## src/sv/assert_macros.svh

```systemverilog
// ---------------------------------------------------------------------------
// assert_macros.svh
// Concurrent assertion helpers for the rtl; compiled out under SYNTH.
// ---------------------------------------------------------------------------
`ifndef ASSERT_MACROS_SVH
`define ASSERT_MACROS_SVH

`ifndef SYNTH

// antecedent in a cycle implies consequent in the same cycle
`define GHA_ASSERT_SAME(lbl, clk, rst_n, ante, cons) \
  lbl: assert property (@(posedge clk) disable iff (!rst_n) (ante) |-> (cons)) \
    else $error("assertion failed");

// antecedent in a cycle implies consequent in the next cycle
`define GHA_ASSERT_NEXT(lbl, clk, rst_n, ante, cons) \
  lbl: assert property (@(posedge clk) disable iff (!rst_n) (ante) |=> (cons)) \
    else $error("assertion failed");

`else

`define GHA_ASSERT_SAME(lbl, clk, rst_n, ante, cons)
`define GHA_ASSERT_NEXT(lbl, clk, rst_n, ante, cons)

`endif

`endif

```

## src/sv/gha_pkg.sv

```systemverilog
// ---------------------------------------------------------------------------
// gha_pkg
// Shared widths, request and status codes, and controller/datapath structs.
// ---------------------------------------------------------------------------
`default_nettype none

package gha_pkg;

  localparam int CAPACITY_DEF     = 1024;
  localparam int VERSION_BITS_DEF = 32;

  localparam int OPCODE_W     = 2;
  localparam int SLOT_ID_W    = 10;
  localparam int HANDLE_ID_W  = 10;
  localparam int HANDLE_VER_W = 32;
  localparam int STATUS_W     = 3;

  typedef logic [OPCODE_W-1:0] opcode_t;
  typedef logic [STATUS_W-1:0] status_t;

  localparam opcode_t OP_ALLOC    = 2'd0;
  localparam opcode_t OP_ALLOC_AT = 2'd1;
  localparam opcode_t OP_FREE     = 2'd2;
  localparam opcode_t OP_FREE_ALL = 2'd3;

  localparam status_t STS_OK       = 3'd0;
  localparam status_t STS_SUBST    = 3'd1;
  localparam status_t STS_BAD_FREE = 3'd2;
  localparam status_t STS_FULL     = 3'd3;
  localparam status_t STS_RANGE    = 3'd4;

  // table read address select
  typedef logic [1:0] rsel_t;
  localparam rsel_t RS_IN    = 2'd0;
  localparam rsel_t RS_SID   = 2'd1;
  localparam rsel_t RS_QDATA = 2'd2;
  localparam rsel_t RS_CAND  = 2'd3;

  // table write address/data select
  typedef logic [2:0] wsel_t;
  localparam wsel_t WS_FREE    = 3'd0;
  localparam wsel_t WS_BUMP    = 3'd1;
  localparam wsel_t WS_SID_NEW = 3'd2;
  localparam wsel_t WS_TS_GAP  = 3'd3;
  localparam wsel_t WS_TS_NEW  = 3'd4;
  localparam wsel_t WS_CAND    = 3'd5;

  // result id select
  typedef logic [1:0] idsel_t;
  localparam idsel_t IS_SID  = 2'd0;
  localparam idsel_t IS_CAND = 2'd1;
  localparam idsel_t IS_TS   = 2'd2;

  // result version select
  typedef logic [1:0] versel_t;
  localparam versel_t VS_ZERO = 2'd0;
  localparam versel_t VS_INC  = 2'd1;
  localparam versel_t VS_GEN  = 2'd2;

  typedef struct packed {
    logic    latch_in;
    rsel_t   tbl_rsel;
    logic    tbl_we;
    wsel_t   tbl_wsel;
    logic    push;
    logic    push_ts;
    logic    pop;
    logic    ts_inc;
    logic    ts_set_sid;
    logic    clr_all;
    logic    out_load;
    idsel_t  out_idsel;
    versel_t out_versel;
    status_t out_status;
  } cmd_t;

  typedef struct packed {
    opcode_t op;
    logic    sid_ge_cap;
    logic    sid_ge_ts;
    logic    ts_lt_sid;
    logic    used;
    logic    count_nz;
    logic    ts_lt_cap;
    logic    cand_ok;
    logic    out_free;
  } sts_t;

endpackage

`default_nettype wire

```

## src/sv/gha_ctrl.sv

```systemverilog
// ---------------------------------------------------------------------------
// gha_ctrl
// Request sequencer: decode, gap walk, queue pop and stale entry skip.
// ---------------------------------------------------------------------------
`default_nettype none

module gha_ctrl (
  input  wire logic          clk,
  input  wire logic          rst_n,
  input  wire logic          in_valid,
  input  wire gha_pkg::sts_t sts,
  output gha_pkg::cmd_t      cmd,
  output logic               in_ready
);
  import gha_pkg::*;

  localparam logic [2:0] S_IDLE = 3'd0;
  localparam logic [2:0] S_EXEC = 3'd1;
  localparam logic [2:0] S_GAP  = 3'd2;
  localparam logic [2:0] S_POP  = 3'd3;
  localparam logic [2:0] S_CAND = 3'd4;

  logic [2:0] state_r, state_nxt;
  cmd_t       pop_cmd;
  logic [2:0] pop_nxt;
  status_t    alloc_ok;

  // a busy allocate-at that falls back reports a substitution
  assign alloc_ok = (sts.op == OP_ALLOC_AT) ? STS_SUBST : STS_OK;

  // plain allocation step: pop a queued id, else extend, else full
  always_comb begin
    pop_cmd          = '0;
    pop_cmd.tbl_rsel = RS_SID;
    pop_nxt          = state_r;
    if (sts.count_nz) begin
      pop_cmd.pop      = 1'b1;
      pop_cmd.tbl_rsel = RS_QDATA;
      pop_nxt          = S_CAND;
    end else if (sts.out_free) begin
      pop_cmd.out_load = 1'b1;
      pop_nxt          = S_IDLE;
      if (sts.ts_lt_cap) begin
        pop_cmd.tbl_we     = 1'b1;
        pop_cmd.tbl_wsel   = WS_TS_NEW;
        pop_cmd.ts_inc     = 1'b1;
        pop_cmd.out_idsel  = IS_TS;
        pop_cmd.out_versel = VS_ZERO;
        pop_cmd.out_status = alloc_ok;
      end else begin
        pop_cmd.out_idsel  = IS_SID;
        pop_cmd.out_versel = VS_ZERO;
        pop_cmd.out_status = STS_FULL;
      end
    end
  end

  always_comb begin
    cmd       = '0;
    state_nxt = state_r;
    unique case (state_r)
      S_IDLE: begin
        cmd.tbl_rsel = RS_IN;
        if (in_valid) begin
          cmd.latch_in = 1'b1;
          state_nxt    = S_EXEC;
        end
      end
      S_EXEC: begin
        cmd.tbl_rsel = RS_SID;
        unique case (sts.op)
          OP_FREE_ALL: begin
            if (sts.out_free) begin
              cmd.clr_all    = 1'b1;
              cmd.out_load   = 1'b1;
              cmd.out_idsel  = IS_SID;
              cmd.out_versel = VS_ZERO;
              cmd.out_status = STS_OK;
              state_nxt      = S_IDLE;
            end
          end
          OP_FREE: begin
            if (sts.out_free) begin
              cmd.out_load  = 1'b1;
              cmd.out_idsel = IS_SID;
              state_nxt     = S_IDLE;
              if (!sts.sid_ge_ts && sts.used) begin
                cmd.tbl_we     = 1'b1;
                cmd.tbl_wsel   = WS_FREE;
                cmd.push       = 1'b1;
                cmd.out_versel = VS_INC;
                cmd.out_status = STS_OK;
              end else begin
                cmd.out_versel = VS_ZERO;
                cmd.out_status = STS_BAD_FREE;
              end
            end
          end
          OP_ALLOC_AT: begin
            priority if (sts.sid_ge_cap) begin
              if (sts.out_free) begin
                cmd.out_load   = 1'b1;
                cmd.out_idsel  = IS_SID;
                cmd.out_versel = VS_ZERO;
                cmd.out_status = STS_RANGE;
                state_nxt      = S_IDLE;
              end
            end else if (sts.sid_ge_ts) begin
              state_nxt = S_GAP;
            end else if (!sts.used) begin
              if (sts.out_free) begin
                cmd.tbl_we     = 1'b1;
                cmd.tbl_wsel   = WS_BUMP;
                cmd.out_load   = 1'b1;
                cmd.out_idsel  = IS_SID;
                cmd.out_versel = VS_INC;
                cmd.out_status = STS_OK;
                state_nxt      = S_IDLE;
              end
            end else begin
              cmd       = pop_cmd;
              state_nxt = pop_nxt;
            end
          end
          OP_ALLOC: begin
            cmd       = pop_cmd;
            state_nxt = pop_nxt;
          end
        endcase
      end
      S_GAP: begin
        // one skipped id per cycle, then claim the requested one
        if (sts.ts_lt_sid) begin
          cmd.tbl_we   = 1'b1;
          cmd.tbl_wsel = WS_TS_GAP;
          cmd.push     = 1'b1;
          cmd.push_ts  = 1'b1;
          cmd.ts_inc   = 1'b1;
        end else if (sts.out_free) begin
          cmd.tbl_we     = 1'b1;
          cmd.tbl_wsel   = WS_SID_NEW;
          cmd.ts_set_sid = 1'b1;
          cmd.out_load   = 1'b1;
          cmd.out_idsel  = IS_SID;
          cmd.out_versel = VS_ZERO;
          cmd.out_status = STS_OK;
          state_nxt      = S_IDLE;
        end
      end
      S_CAND: begin
        cmd.tbl_rsel = RS_CAND;
        if (sts.cand_ok) begin
          if (sts.out_free) begin
            cmd.tbl_we     = 1'b1;
            cmd.tbl_wsel   = WS_CAND;
            cmd.out_load   = 1'b1;
            cmd.out_idsel  = IS_CAND;
            cmd.out_versel = VS_GEN;
            cmd.out_status = alloc_ok;
            state_nxt      = S_IDLE;
          end
        end else begin
          // stale entry, pop the next one
          state_nxt = S_POP;
        end
      end
      S_POP: begin
        cmd       = pop_cmd;
        state_nxt = pop_nxt;
      end
      default: begin
        state_nxt = S_IDLE;
      end
    endcase
  end

  always_ff @(posedge clk) begin
    if (!rst_n) begin
      state_r <= S_IDLE;
    end else begin
      state_r <= state_nxt;
    end
  end

  assign in_ready = (state_r == S_IDLE);

endmodule

`default_nettype wire

```

## config.mk

```make
export PLATFORM = sky130hd
export DESIGN_NAME = gha_ctrl
export DESIGN_NICKNAME = d
export VERILOG_FILES = /design/src/sv/assert_macros.svh /design/src/sv/gha_pkg.sv /design/src/sv/gha_ctrl.sv
export SDC_FILE = /design/constraint.sdc
export NUM_CORES = 1
export LEC_CHECK = 0
export BUFFER_PORTS_ARGS = -buffer_cell sky130_fd_sc_hd__buf_4
export CAP_MARGIN = 20
export CORE_MARGIN = 2
export CORE_UTILIZATION = 46
export CTS_CLUSTER_SIZE = 12
export DETAILED_ROUTE_END_ITERATION = 12
export PLACE_DENSITY = 0.87
export SLEW_MARGIN = 30
export SYNTH_ARGS = -nofsm -noshare
export SYNTH_HDL_FRONTEND = slang
export SYNTH_SLANG_ARGS = --single-unit
```

## constraint.sdc

```tcl
create_clock -name clk -period 2.8 [get_ports clk]
set_clock_uncertainty 0.2 [all_clocks]
set_input_delay 0 -clock clk [delete_from_list [all_inputs] [get_ports clk]]
set_output_delay 0 -clock clk [all_outputs]
set_load 0.1 [all_outputs]
```

Word level (Yosys, flattened, before mapping)
Index checks and enable logic that the tools add are counted.
{ "word_totals": {"reg_bits": 3, "input_bits": 13, "elab_cells": 79} }
{ "op_classes": {"eq_ne": 9, "n_mux": 63, "n_reduce_logical": 6} }
{ "ops": {"columns": ["cell", "n"], "rows": [
  ["$mux 8", 11],
  ["$pmux 8 s4", 2],
  ["$mux 4", 11],
  ["$mux 3", 8],
  ["$mux 21", 1],
  ["$pmux 4 s4", 1],
  ["$pmux 3 s5", 1],
  ["$pmux 5 s3", 1],
  ["$mux 13", 1],
  ["$pmux 2 s3", 2],
  ["$mux 1", 10],
  ["$mux 5", 2],
  ["$mux 9", 1],
  ["$pmux 3 s3", 1],
  ["$pmux 4 s2", 1],
  ["$mux 7", 1],
  ["$eq 3x2->1 const B", 2],
  ["$mux 2", 3],
  ["$pmux 1 s2", 3],
  ["$pmux 3 s2", 1],
  ["$eq 2x2->1 const B", 2],
  ["$ne 2x2->1 const B", 2],
  ["$pmux 2 s2", 1],
  ["$eq 3x1->1 const B", 1],
  ["8 further kinds", 8]
]} }

Longest topological paths before layout
Gate-level depths: netlist of run 1.
{ "logic_depth": {"word_depth": 10, "mapped_depth": 6, "ltp_nobuf": 4} }

Least setup slack after synthesis of run 1
Ideal clock, no wire load.
{ "synth_path": {"path_type": "register to output", "from": "register state_r[2]", "to": "output port cmd[13] (netlist name)", "arrival_time_ns": 3.975, "required_time_ns": 2.600, "slack_ns": -1.375, "stages_incl_launch_ff": 6, "cell_sequence": "dfxtp_1 buf_6 nand2b_1 nor3b_1 nand2_1 o41ai_1"} }
{ "synth_lines": {"columns": ["item", "line_no", "text"], "rows": [
  ["start: declaration", "gha_ctrl.sv:23", "logic [2:0] state_r, state_nxt;"],
  ["start signal: assignment", "gha_ctrl.sv:181", "state_r <= state_nxt;"],
  ["end: declaration", "gha_ctrl.sv:12", "output gha_pkg::cmd_t cmd,"]
]} }

==> out/qor.txt, run 1 <==
clock-pin slew on the worst setup and hold paths: 0.04 ns
Slew Limit Fails: 0
arrival time at the worst endpoint: 2.25 ns
area share of and/or/nand/nor cells after synthesis: 0.4544
Fillers: 101
placeable core area: 1269 um^2
setup repair after global routing missed its margin: false
first-pass iteration count of the detailed router: 4
Finished Core Util: 0.7584
GRT overflow: 0
final period utilization: 0.8766
Routed WL: 2032 um
mapped cell area: 603.1 um^2
CP Class: reg2out
ant diodes: 0
Pwr Density: 305.0 nW/um^2
Buffers on Ports: 34
post-detail-place hpwl: 1446 um
main combinational cell family by area after synthesis: simple AND/OR/NAND/NOR gates
post-synth top area share: 0.09959
Via density: 6.079
share of flip-flops with an asynchronous set or reset: 0
I/O pin count: 35
CTS tree: built
H-tree levels: 1
Compound-Gate Fraction of Synth Area: 0.3216
multi-input logic area: 511.7 um^2
full die area: 1617 um^2
via count: 851
Max Freq: 407.4 MHz
largest cells by area after synthesis: dfxtp_1, nor2b_1, nand2_1, inv_1, nand2b_1
dpl ws: 0.6046 ns
R2R Setup Slk: 0.51 ns
fraction of layout cells with a size suffix above 1: 0.3600
Die Width: 40.21 um
Layout Nets: 139
Setup violations, final: 0
Adder-Cell Fraction of Synth Area: 0
status: finished, final reports clean
Least-Margin Pin Slew: 0.4205 ns
warning count from the yosys run: 0
first-pass GRT wire length: 2960 um
Cell variety after synth: 43
register with the most flip-flops: state_r
synthesized area per cell: 6.776 um^2
setup_tns: 0 ns
Mapped Nets: 102
fin crit period: 2.455 ns
Slowest Stage Delay on Critical Path: 0.55 ns
sequential fraction of the synthesis area: 0.09959
Required @ worst endpoint: 2.60 ns
Critical Path Fanout Max: 12
Row Count: 13
multiplexer share of the synthesized area: 0
worst hold path type: in2reg
die height: 40.21 um
commonest cells after routing, fill and taps aside: buf_4, nand2_1, inv_1, nor2b_1, dlygate4sd3_1
Initial Util: 0.4753
worst skew pair latency: 0.23 ns
pin count of the biggest net entering global routing: 13
CTS root buf: clkbuf_4
Peak VDD IR: 214.7 uV
most common cell after layout, fill and taps aside: buf_4
maxcap violations: 0
number of synthesized register bits: 3
area grow syn2layout: 59.54%
Detailed Route Iter0 Violations: 41
Slowest-stage cell, CP: dfxtp_1
Cells after Synth: 89
CP top delay family: compound AO/OA/AOI/OAI gates
initial antenna violation count: 0
Avg WL per Cell: 14.51 um
final hold vios: 0
Post-Synth XOR/XNOR Area: 0
TritonCTS Buffers: 3
Cell Chain, Critical Path: nand4bb_1, a2111o_1, and2_1, o32ai_2, buf_4
Reg area: 60.06 um^2
CP bufs+invs: 1
Tot GR Track Use: 0.2640
CTS Buffer Depth: 2
number of synthesized flops with an enable pin: 0
Worst Setup Slack, final: 0.3454 ns
residual DRC count: 0
Pleak: 0.5088 nW
Synth Flop Type: dfxtp_1
biggest regs: state_r: 3 flops
CP Launch Type: flop
total clock sinks: 3
vias in the first global route: 685
top cell type by total area after synthesis: dfxtp_1
post-route ant nets: 0
GP Congestion: 0.8270
CP Capture Type: output pin
Slew HR: 0.7193
max reg flops: 3
-- logic make-up after synthesis --
kind of cell           after synthesis
AOI/OAI and AO/OA                   25
DFF                                  3
buffers and inverters               16
and+or+nand+nor                     45
-- layout make-up --
type	count	share of cell area
Inverter	8	0.03121
Sequential cell	3	0.06242
Clock buffer	4	0.02731
Tap cell	15	0.01951
Multi-Input combinational cell	70	0.5319
Timing Repair Buffer	40	0.3277
-- power by group --
| group | internal, mW | leakage, nW | switching [mW] | total (mW) |
|---|---|---|---|---|
| clock | 0.0535 | 0.0150 | 0.0235 | 0.0769 |
| combinational | 0.0492 | 0.469 | 0.116 | 0.165 |
| sequential | 0.0449 | 0.0245 | 0.00613 | 0.0511 |
-- layer usage --
layer	wire length (um)	part of all wire	up-vias	global-route usage
li1	-	-	398	-
met1	848	0.42	402	0.3498
met2	988	0.49	49	0.4435
met3	179	0.088	2	0.02222
met4	15	0.0074	0	0.09167
met5	0	0	-	0
-- cell usage after synthesis (all sizes together), types with 2 or more instances --
cell type / instances
nand3: 2
nand2: 9
inv: 8
nand3b: 3
a31o: 2
o41ai: 2
dfxtp: 3
and2: 2
nor2b: 6
nor3b: 2
o21a: 2
or4b: 2
nor2: 4
a31oi: 2
nand2b: 4
clkbuf: 3
and3: 2
nor3: 3
a21oi: 2
a21o: 2
o21ai: 2
buf: 5
-- worst register-to-register path: stages (launching register included) --
cell	delay (ns)
dfxtp_1	0.50
nor3b_2	0.40
nand2b_1	0.16
a21bo_1	0.23
a31oi_1	0.18
dlygate4sd3_1	0.57
-- stage by stage --
| stage | cell area, um^2 | power, mW | hold WS, ns | instances |
|---|---|---|---|---|
| final | 962.2 | 0.2935 | 0.05906 | 140 |
| after CTS | 962.2 | 0.2919 | 0.04815 | 140 |
| after global placement | 875.8 | 0.2081 | 0.1010 | 130 |
| after global routing | 962.2 | 0.3034 | 0.08902 | 140 |
| after floorplan | 646.9 | 0.1693 | -0.09080 | 89 |
| after detailed placement | 875.8 | 0.2094 | 0.08873 | 130 |
-- path summary, 6_finish.rpt --
check	start	to	depth (start not counted)
hold reg to reg	state_r[0]	state_r[0]	1
setup / recovery	state_r[0]	cmd[1]	5
setup reg to reg	state_r[2]	state_r[1]	5
hold / removal	sts[3]	state_r[0]	5
-- what timing repair did --
item	4_1_cts	5_1_grt
buffers inserted	0	0
hold endpoints to repair	3	0
hold buffers	6	0
gates resized for setup	0	0
(Power assumes the default switching activity.)
==> run 2: changes to the inputs <==
--- a/config.mk
+++ b/config.mk
@@ -7,10 +7,10 @@
 export LEC_CHECK = 0
 export BUFFER_PORTS_ARGS = -buffer_cell sky130_fd_sc_hd__buf_4
 export CAP_MARGIN = 20
-export CORE_MARGIN = 2
 export CORE_UTILIZATION = 46
 export CTS_CLUSTER_SIZE = 12
 export DETAILED_ROUTE_END_ITERATION = 12
+export GPL_TIMING_DRIVEN = 0
 export PLACE_DENSITY = 0.87
 export SLEW_MARGIN = 30
 export SYNTH_ARGS = -nofsm -noshare
==> run 2 against run 1 <==
- clock power grew 5.1%
- critical endpoint unchanged
- register-to-register slack improved by 0.15 ns
- setup slack better by 0.0063 ns
- global-route usage up 4.7 points
- critical path type unchanged
==> out/qor.txt, run 2 (same netlist as run 1, synthesis figures left out) <==
Buffers on Ports: 33 (-2.9%)
H-tree levels: 1 (unchanged)
via count: 847 (-0.47%)
TritonCTS Buffers: 3 (unchanged)
GRT overflow: 0 (unchanged)
CTS root buf: clkbuf_4
setup repair after global routing missed its margin: false
CTS Buffer Depth: 2 (unchanged)
post-detail-place hpwl: 1426 um (-1.4%)
area grow syn2layout: 63.90%
Reg2Reg Depth: 6 (+1)
Layout Nets: 145 (+4.3%)
Initial Util: 0.5216 (+0.04630)
GP Congestion: 0.8264 (about the same)
worst skew pair latency: 0.25 ns (+0.02 ns)
Via density: 5.841 (-3.9%)
commonest cells after routing, fill and taps aside: buf_4, nand2_1, inv_1, nor2b_1, dlygate4sd3_1
Pleak: 0.5266 nW (+3.5%)
first-pass iteration count of the detailed router: 4 (unchanged)
post-CTS setup buffers: 0 (unchanged)
register with the most flip-flops: state_r
Routed WL: 2025 um (-0.34%)
status: finished, final reports clean
residual DRC count: 0 (unchanged)
fin crit period: 2.448 ns (-0.006278 ns)
die height: 38.21 um (-5.0%)
Pwr Density: 304.3 nW/um^2 (-0.23%)
Required @ worst endpoint: 2.60 ns (about the same)
ant diodes: 0 (unchanged)
Least-Margin Pin Slew: 0.4383 ns (+0.01782 ns)
hold path cells: 5 (unchanged)
Slew HR: 0.7078 (-0.01150)
biggest regs: state_r: 3 flops
I/O pin count: 35 (unchanged)
clock-pin slew on the worst setup and hold paths: 0.04 ns (about the same)
total clock sinks: 3 (unchanged)
Finished Core Util: 0.8550 (+0.09659)
Max Freq: 408.5 MHz (+0.26%)
worst hold path type: in2reg
setup_tns: 0 ns (unchanged)
final period utilization: 0.8744 (-0.002242)
Avg WL per Cell: 13.97 um (-3.8%)
full die area: 1460 um^2 (-9.7%)
CP Launch Type: flop
Detailed Route Iter0 Violations: 45 (+9.8%)
fraction of layout cells with a size suffix above 1: 0.3740 (+0.01405)
Die Width: 38.21 um (-5.0%)
initial antenna violation count: 0 (unchanged)
placeable core area: 1156 um^2 (-8.9%)
post-cts sizing count: 0 (unchanged)
arrival time at the worst endpoint: 2.25 ns (about the same)
CP Class: reg2out
Tot GR Track Use: 0.3108 (+0.04676)
maxcap violations: 0 (unchanged)
Setup violations, final: 0 (unchanged)
Row Count: 12 (-1)
CP Capture Type: output pin
hold slack final: 0.1015 ns (+0.04243 ns)
Critical Path Fanout Max: 9 (-3)
pin count of the biggest net entering global routing: 11 (-2)
CTS tree: built
CTS Hold Bufs: 5 (-1)
most common cell after layout, fill and taps aside: buf_4
vias in the first global route: 746 (+8.9%)
Slew Limit Fails: 0 (unchanged)
post-route ant nets: 0 (unchanged)
final hold vios: 0 (unchanged)
first-pass GRT wire length: 3139 um (+6.0%)
Peak VDD IR: 175.5 uV (-18%)
max reg flops: 3 (unchanged)
run 2: path summary, 6_finish.rpt:
path / slack, ns / to / from
max: 0.35 / cmd[1] / state_r[2]
min: 0.10 / state_r[1] / sts[5]
max reg2reg: 0.66 / state_r[0] / state_r[1]
min reg2reg: 0.48 / state_r[1] / state_r[2]
run 2: final cells by class:
class	count	area, um^2
Multi-Input combinational cell	70	511.7
Timing Repair Buffer	38	297.8
Fill cell	66	167.7
Sequential cell	3	60.06
Buffer	8	45.04
Inverter	8	30.03
Clock buffer	4	26.28
Tap cell	14	17.52
run 2: through the flow:
stage	cell area [um^2]	std cells	power [mW]	setup WS, ns
6_report	988.4	145	0.3008	0.3517
5_1_grt	988.4	145	0.3122	0.3051
4_1_cts	988.4	145	0.2993	0.3825
3_5_place_dp	912.1	136	0.2124	0.6522
3_3_place_gp	912.1	136	0.2100	0.6617
2_1_floorplan	646.9	89	0.1693	-0.08912
run 2: layer usage:
metal,share of wire,track usage,vias up
li1,-,-,410
met3,0.084,0.04070,9
met2,0.47,0.5085,51
met1,0.41,0.3659,377
met4,0.040,0.2232,0
met5,0,0,-
run 2: critical path: stages (launching register included):
cell and delay [ns]:
dfxtp_1 0.31, buf_6 0.13, nand4bb_1 0.37, a2111o_1 0.53
and2_1 0.18, o32ai_2 0.14, buf_4 0.34
run 2: power breakdown:
part / internal, mW / switching (mW)
registers: 0.0450 / 0.00117
logic: 0.0508 / 0.123
clock network: 0.0537 / 0.0271
total: 0.149 / 0.151
==> run 3: changes to the inputs <==
--- a/config.mk
+++ b/config.mk
@@ -8,10 +8,10 @@
 export BUFFER_PORTS_ARGS = -buffer_cell sky130_fd_sc_hd__buf_4
 export CAP_MARGIN = 20
 export CORE_UTILIZATION = 46
-export CTS_CLUSTER_SIZE = 12
+export CTS_CLUSTER_SIZE = 8
 export DETAILED_ROUTE_END_ITERATION = 12
 export GPL_TIMING_DRIVEN = 0
-export PLACE_DENSITY = 0.87
+export PLACE_DENSITY_LB_ADDON = 0.08
 export SLEW_MARGIN = 30
 export SYNTH_ARGS = -nofsm -noshare
 export SYNTH_HDL_FRONTEND = slang
==> run 3 against run 2 <==
- clock-buffer cell count unchanged
- total power shrank 1.6%
- global-route usage up 1.5 points
- clock power down 6.4%
- sequential share of layout area did not move
- sequential power barely moved
- critical endpoint unchanged
- largest cell class unchanged
- highest routed layer unchanged
==> out/qor.txt, run 3 (same netlist as run 1, synthesis figures left out) <==
status: finished, final reports clean
Required @ worst endpoint: 2.60 ns (about the same)
Non-Filler Instances: 145 (unchanged)
final instance area: 988.4 um^2 (unchanged)
first-pass GRT wire length: 3367 um (+7.3%)
final hold vios: 0 (unchanged)
net switching power: 146.7 uW (-3.0%)
hold slack final: 0.1344 ns (+0.03294 ns)
Reg-to-Reg Start: state_r[1]
HP Start: sts[5]
setup_tns: 0 ns (unchanged)
worst skew pair latency: 0.23 ns (-0.02 ns)
cell internal pwr: 149.2 uW (-0.21%)
vias in the first global route: 743 (-0.40%)
Worst Setup Slack, final: 0.4267 ns (+0.07495 ns)
area grow syn2layout: 63.90% (unchanged)
Tot GR Track Use: 0.3261 (+0.01530)
die height: 38.21 um (unchanged)
setup repair after global routing missed its margin: false
first-pass iteration count of the detailed router: 5 (+1)
arrival time at the worst endpoint: 2.17 ns (-0.08 ns)
clock-pin slew on the worst setup and hold paths: 0.04 ns (about the same)
post-CTS setup buffers: 0 (unchanged)
sw frac: 0.4959 (-0.007121)
biggest regs: state_r: 3 flops
residual DRC count: 0 (unchanged)
CTS tree: built
post-route ant nets: 0 (unchanged)
Pleak: 0.5266 nW (unchanged)
worst reg2reg endpoint: state_r[0]
worst hold path type: in2reg
Setup violations, final: 0 (unchanged)
Detailed Route Iter0 Violations: 48 (+6.7%)
Routed WL: 2117 um (+4.5%)
Least-Margin Pin Slew: 0.4177 ns (-0.02060 ns)
pin count of the biggest net entering global routing: 11 (unchanged)
total clock sinks: 3 (unchanged)
Max Freq: 421.3 MHz (+3.2%)
most common cell after layout, fill and taps aside: buf_4
Buffers on Ports: 33 (unchanged)
fin crit period: 2.373 ns (-0.07495 ns)
hold path cells: 5 (unchanged)
Via density: 5.945 (+1.8%)
CTS Buffer Depth: 2 (unchanged)
max reg flops: 3 (unchanged)
Layout Nets: 145 (unchanged)
Slew HR: 0.7179 (+0.01009)
TritonCTS Buffers: 3 (unchanged)
final period utilization: 0.8476 (-0.02677)
CP Class: reg2out
clock network power share: 0.255 (-0.014)
maxcap violations: 0 (unchanged)
I/O pin count: 35 (unchanged)
Reg2Reg Depth: 6 (unchanged)
post-detail-place hpwl: 1422 um (-0.25%)
fraction of layout cells with a size suffix above 1: 0.3740 (unchanged)
Critical Path Fanout Max: 9 (unchanged)
Pwr Density: 299.4 nW/um^2 (-1.6%)
Placed Instances: 136 (unchanged)
full die area: 1460 um^2 (unchanged)
R2R Setup Slk: 0.66 ns (about the same)
dpl ws: 0.6760 ns (+0.02380 ns)
CP Capture Type: output pin
Fillers: 72 (+9.1%)
register with the most flip-flops: state_r
Row Count: 12 (unchanged)
GRT overflow: 0 (unchanged)
sequential group share of total power: 0.156 (+0.003)
initial antenna violation count: 0 (unchanged)
Peak VDD IR: 221.8 uV (+26%)
Comb pwr share: 0.589 (+0.011)
GP Congestion: 0.8527 (+3.2%)
placeable core area: 1156 um^2 (unchanged)
Avg WL per Cell: 14.60 um (+4.5%)
Slew Limit Fails: 0 (unchanged)
via count: 862 (+1.8%)
H-tree levels: 1 (unchanged)
CP Launch Type: flop
CTS root buf: clkbuf_4
Initial Util: 0.5216 (unchanged)
ant diodes: 0 (unchanged)
Placed Area: 912.1 um^2 (unchanged)
WHS Endpoint: state_r[1]
Die Width: 38.21 um (unchanged)
commonest cells after routing, fill and taps aside: buf_4, nand2_1, inv_1, nor2b_1, dlygate4sd3_1
[run 3: cell counts in the layout (fill, tap and decap cells not counted)]
No cell type changed its count.
[run 3: layer usage]
metal  vias to the layer above  track usage  wire length [um]
li1                        413            -                 -
met1                       397       0.3860               860
met2                        48       0.6059              1084
met3                         4      0.02326               152
met4                         0       0.1071                20
met5                         -            0                 0
[run 3: cell type report]
class | instances | area [um^2] | area share
inverter | 8 | 30.03 | 0.03038
sequential | 3 | 60.06 | 0.06076
tap | 14 | 17.52 | 0.01772
clock buffer | 4 | 26.28 | 0.02658
timing repair buffer | 38 | 297.8 | 0.3013
buffer | 8 | 45.04 | 0.04557
multi-input combinational | 70 | 511.7 | 0.5177
[run 3: critical path, stage by stage (launching register included)]
cell,delay (ns)
dfxtp_1,0.30
buf_6,0.13
nand4bb_1,0.38
a2111o_1,0.52
and2_1,0.18
o32ai_2,0.11
buf_4,0.33
[run 3: power groups by stage]
| stage | sequential, mW | clock (mW) | combinational, mW |
|---|---|---|---|
| after floorplan | 0.0466 | 0 | 0.123 |
| after global placement | 0.0466 | 0 | 0.163 |
| after detailed placement | 0.0467 | 0 | 0.165 |
| after CTS | 0.0460 | 0.0764 | 0.171 |
| after global routing | 0.0462 | 0.0829 | 0.181 |
| final | 0.0460 | 0.0756 | 0.174 |
[run 3: per-stage QoR]
| step | power [mW] | util |
|---|---|---|
| 2_1_floorplan | 0.1693 | - |
| 3_3_place_gp | 0.2096 | 0.7890 |
| 3_5_place_dp | 0.2116 | 0.7890 |
| 4_1_cts | 0.2936 | 0.8550 |
| 5_1_grt | 0.3102 | 0.8550 |
| 6_report | 0.2959 | 0.8550 |
[run 3: how the worst max path moves through the flow]
stage / startpoint / endpoint / slack (ns) / depth (start not counted)
finish: state_r[2] / cmd[1] / 0.43 / 6
global route: state_r[2] / cmd[1] / 0.33 / 6
CTS: state_r[2] / cmd[1] / 0.42 / 6
detailed placement: state_r[2] / cmd[1] / 0.68 / 6
global placement: state_r[2] / cmd[1] / 0.67 / 6
floorplan: state_r[0] / cmd[7] / -0.09 / 4
[run 3: repair_timing]
item	in CTS	in global routing
hold buffers	5	0
gates resized for setup	0	0
hold endpoints to repair	3	0
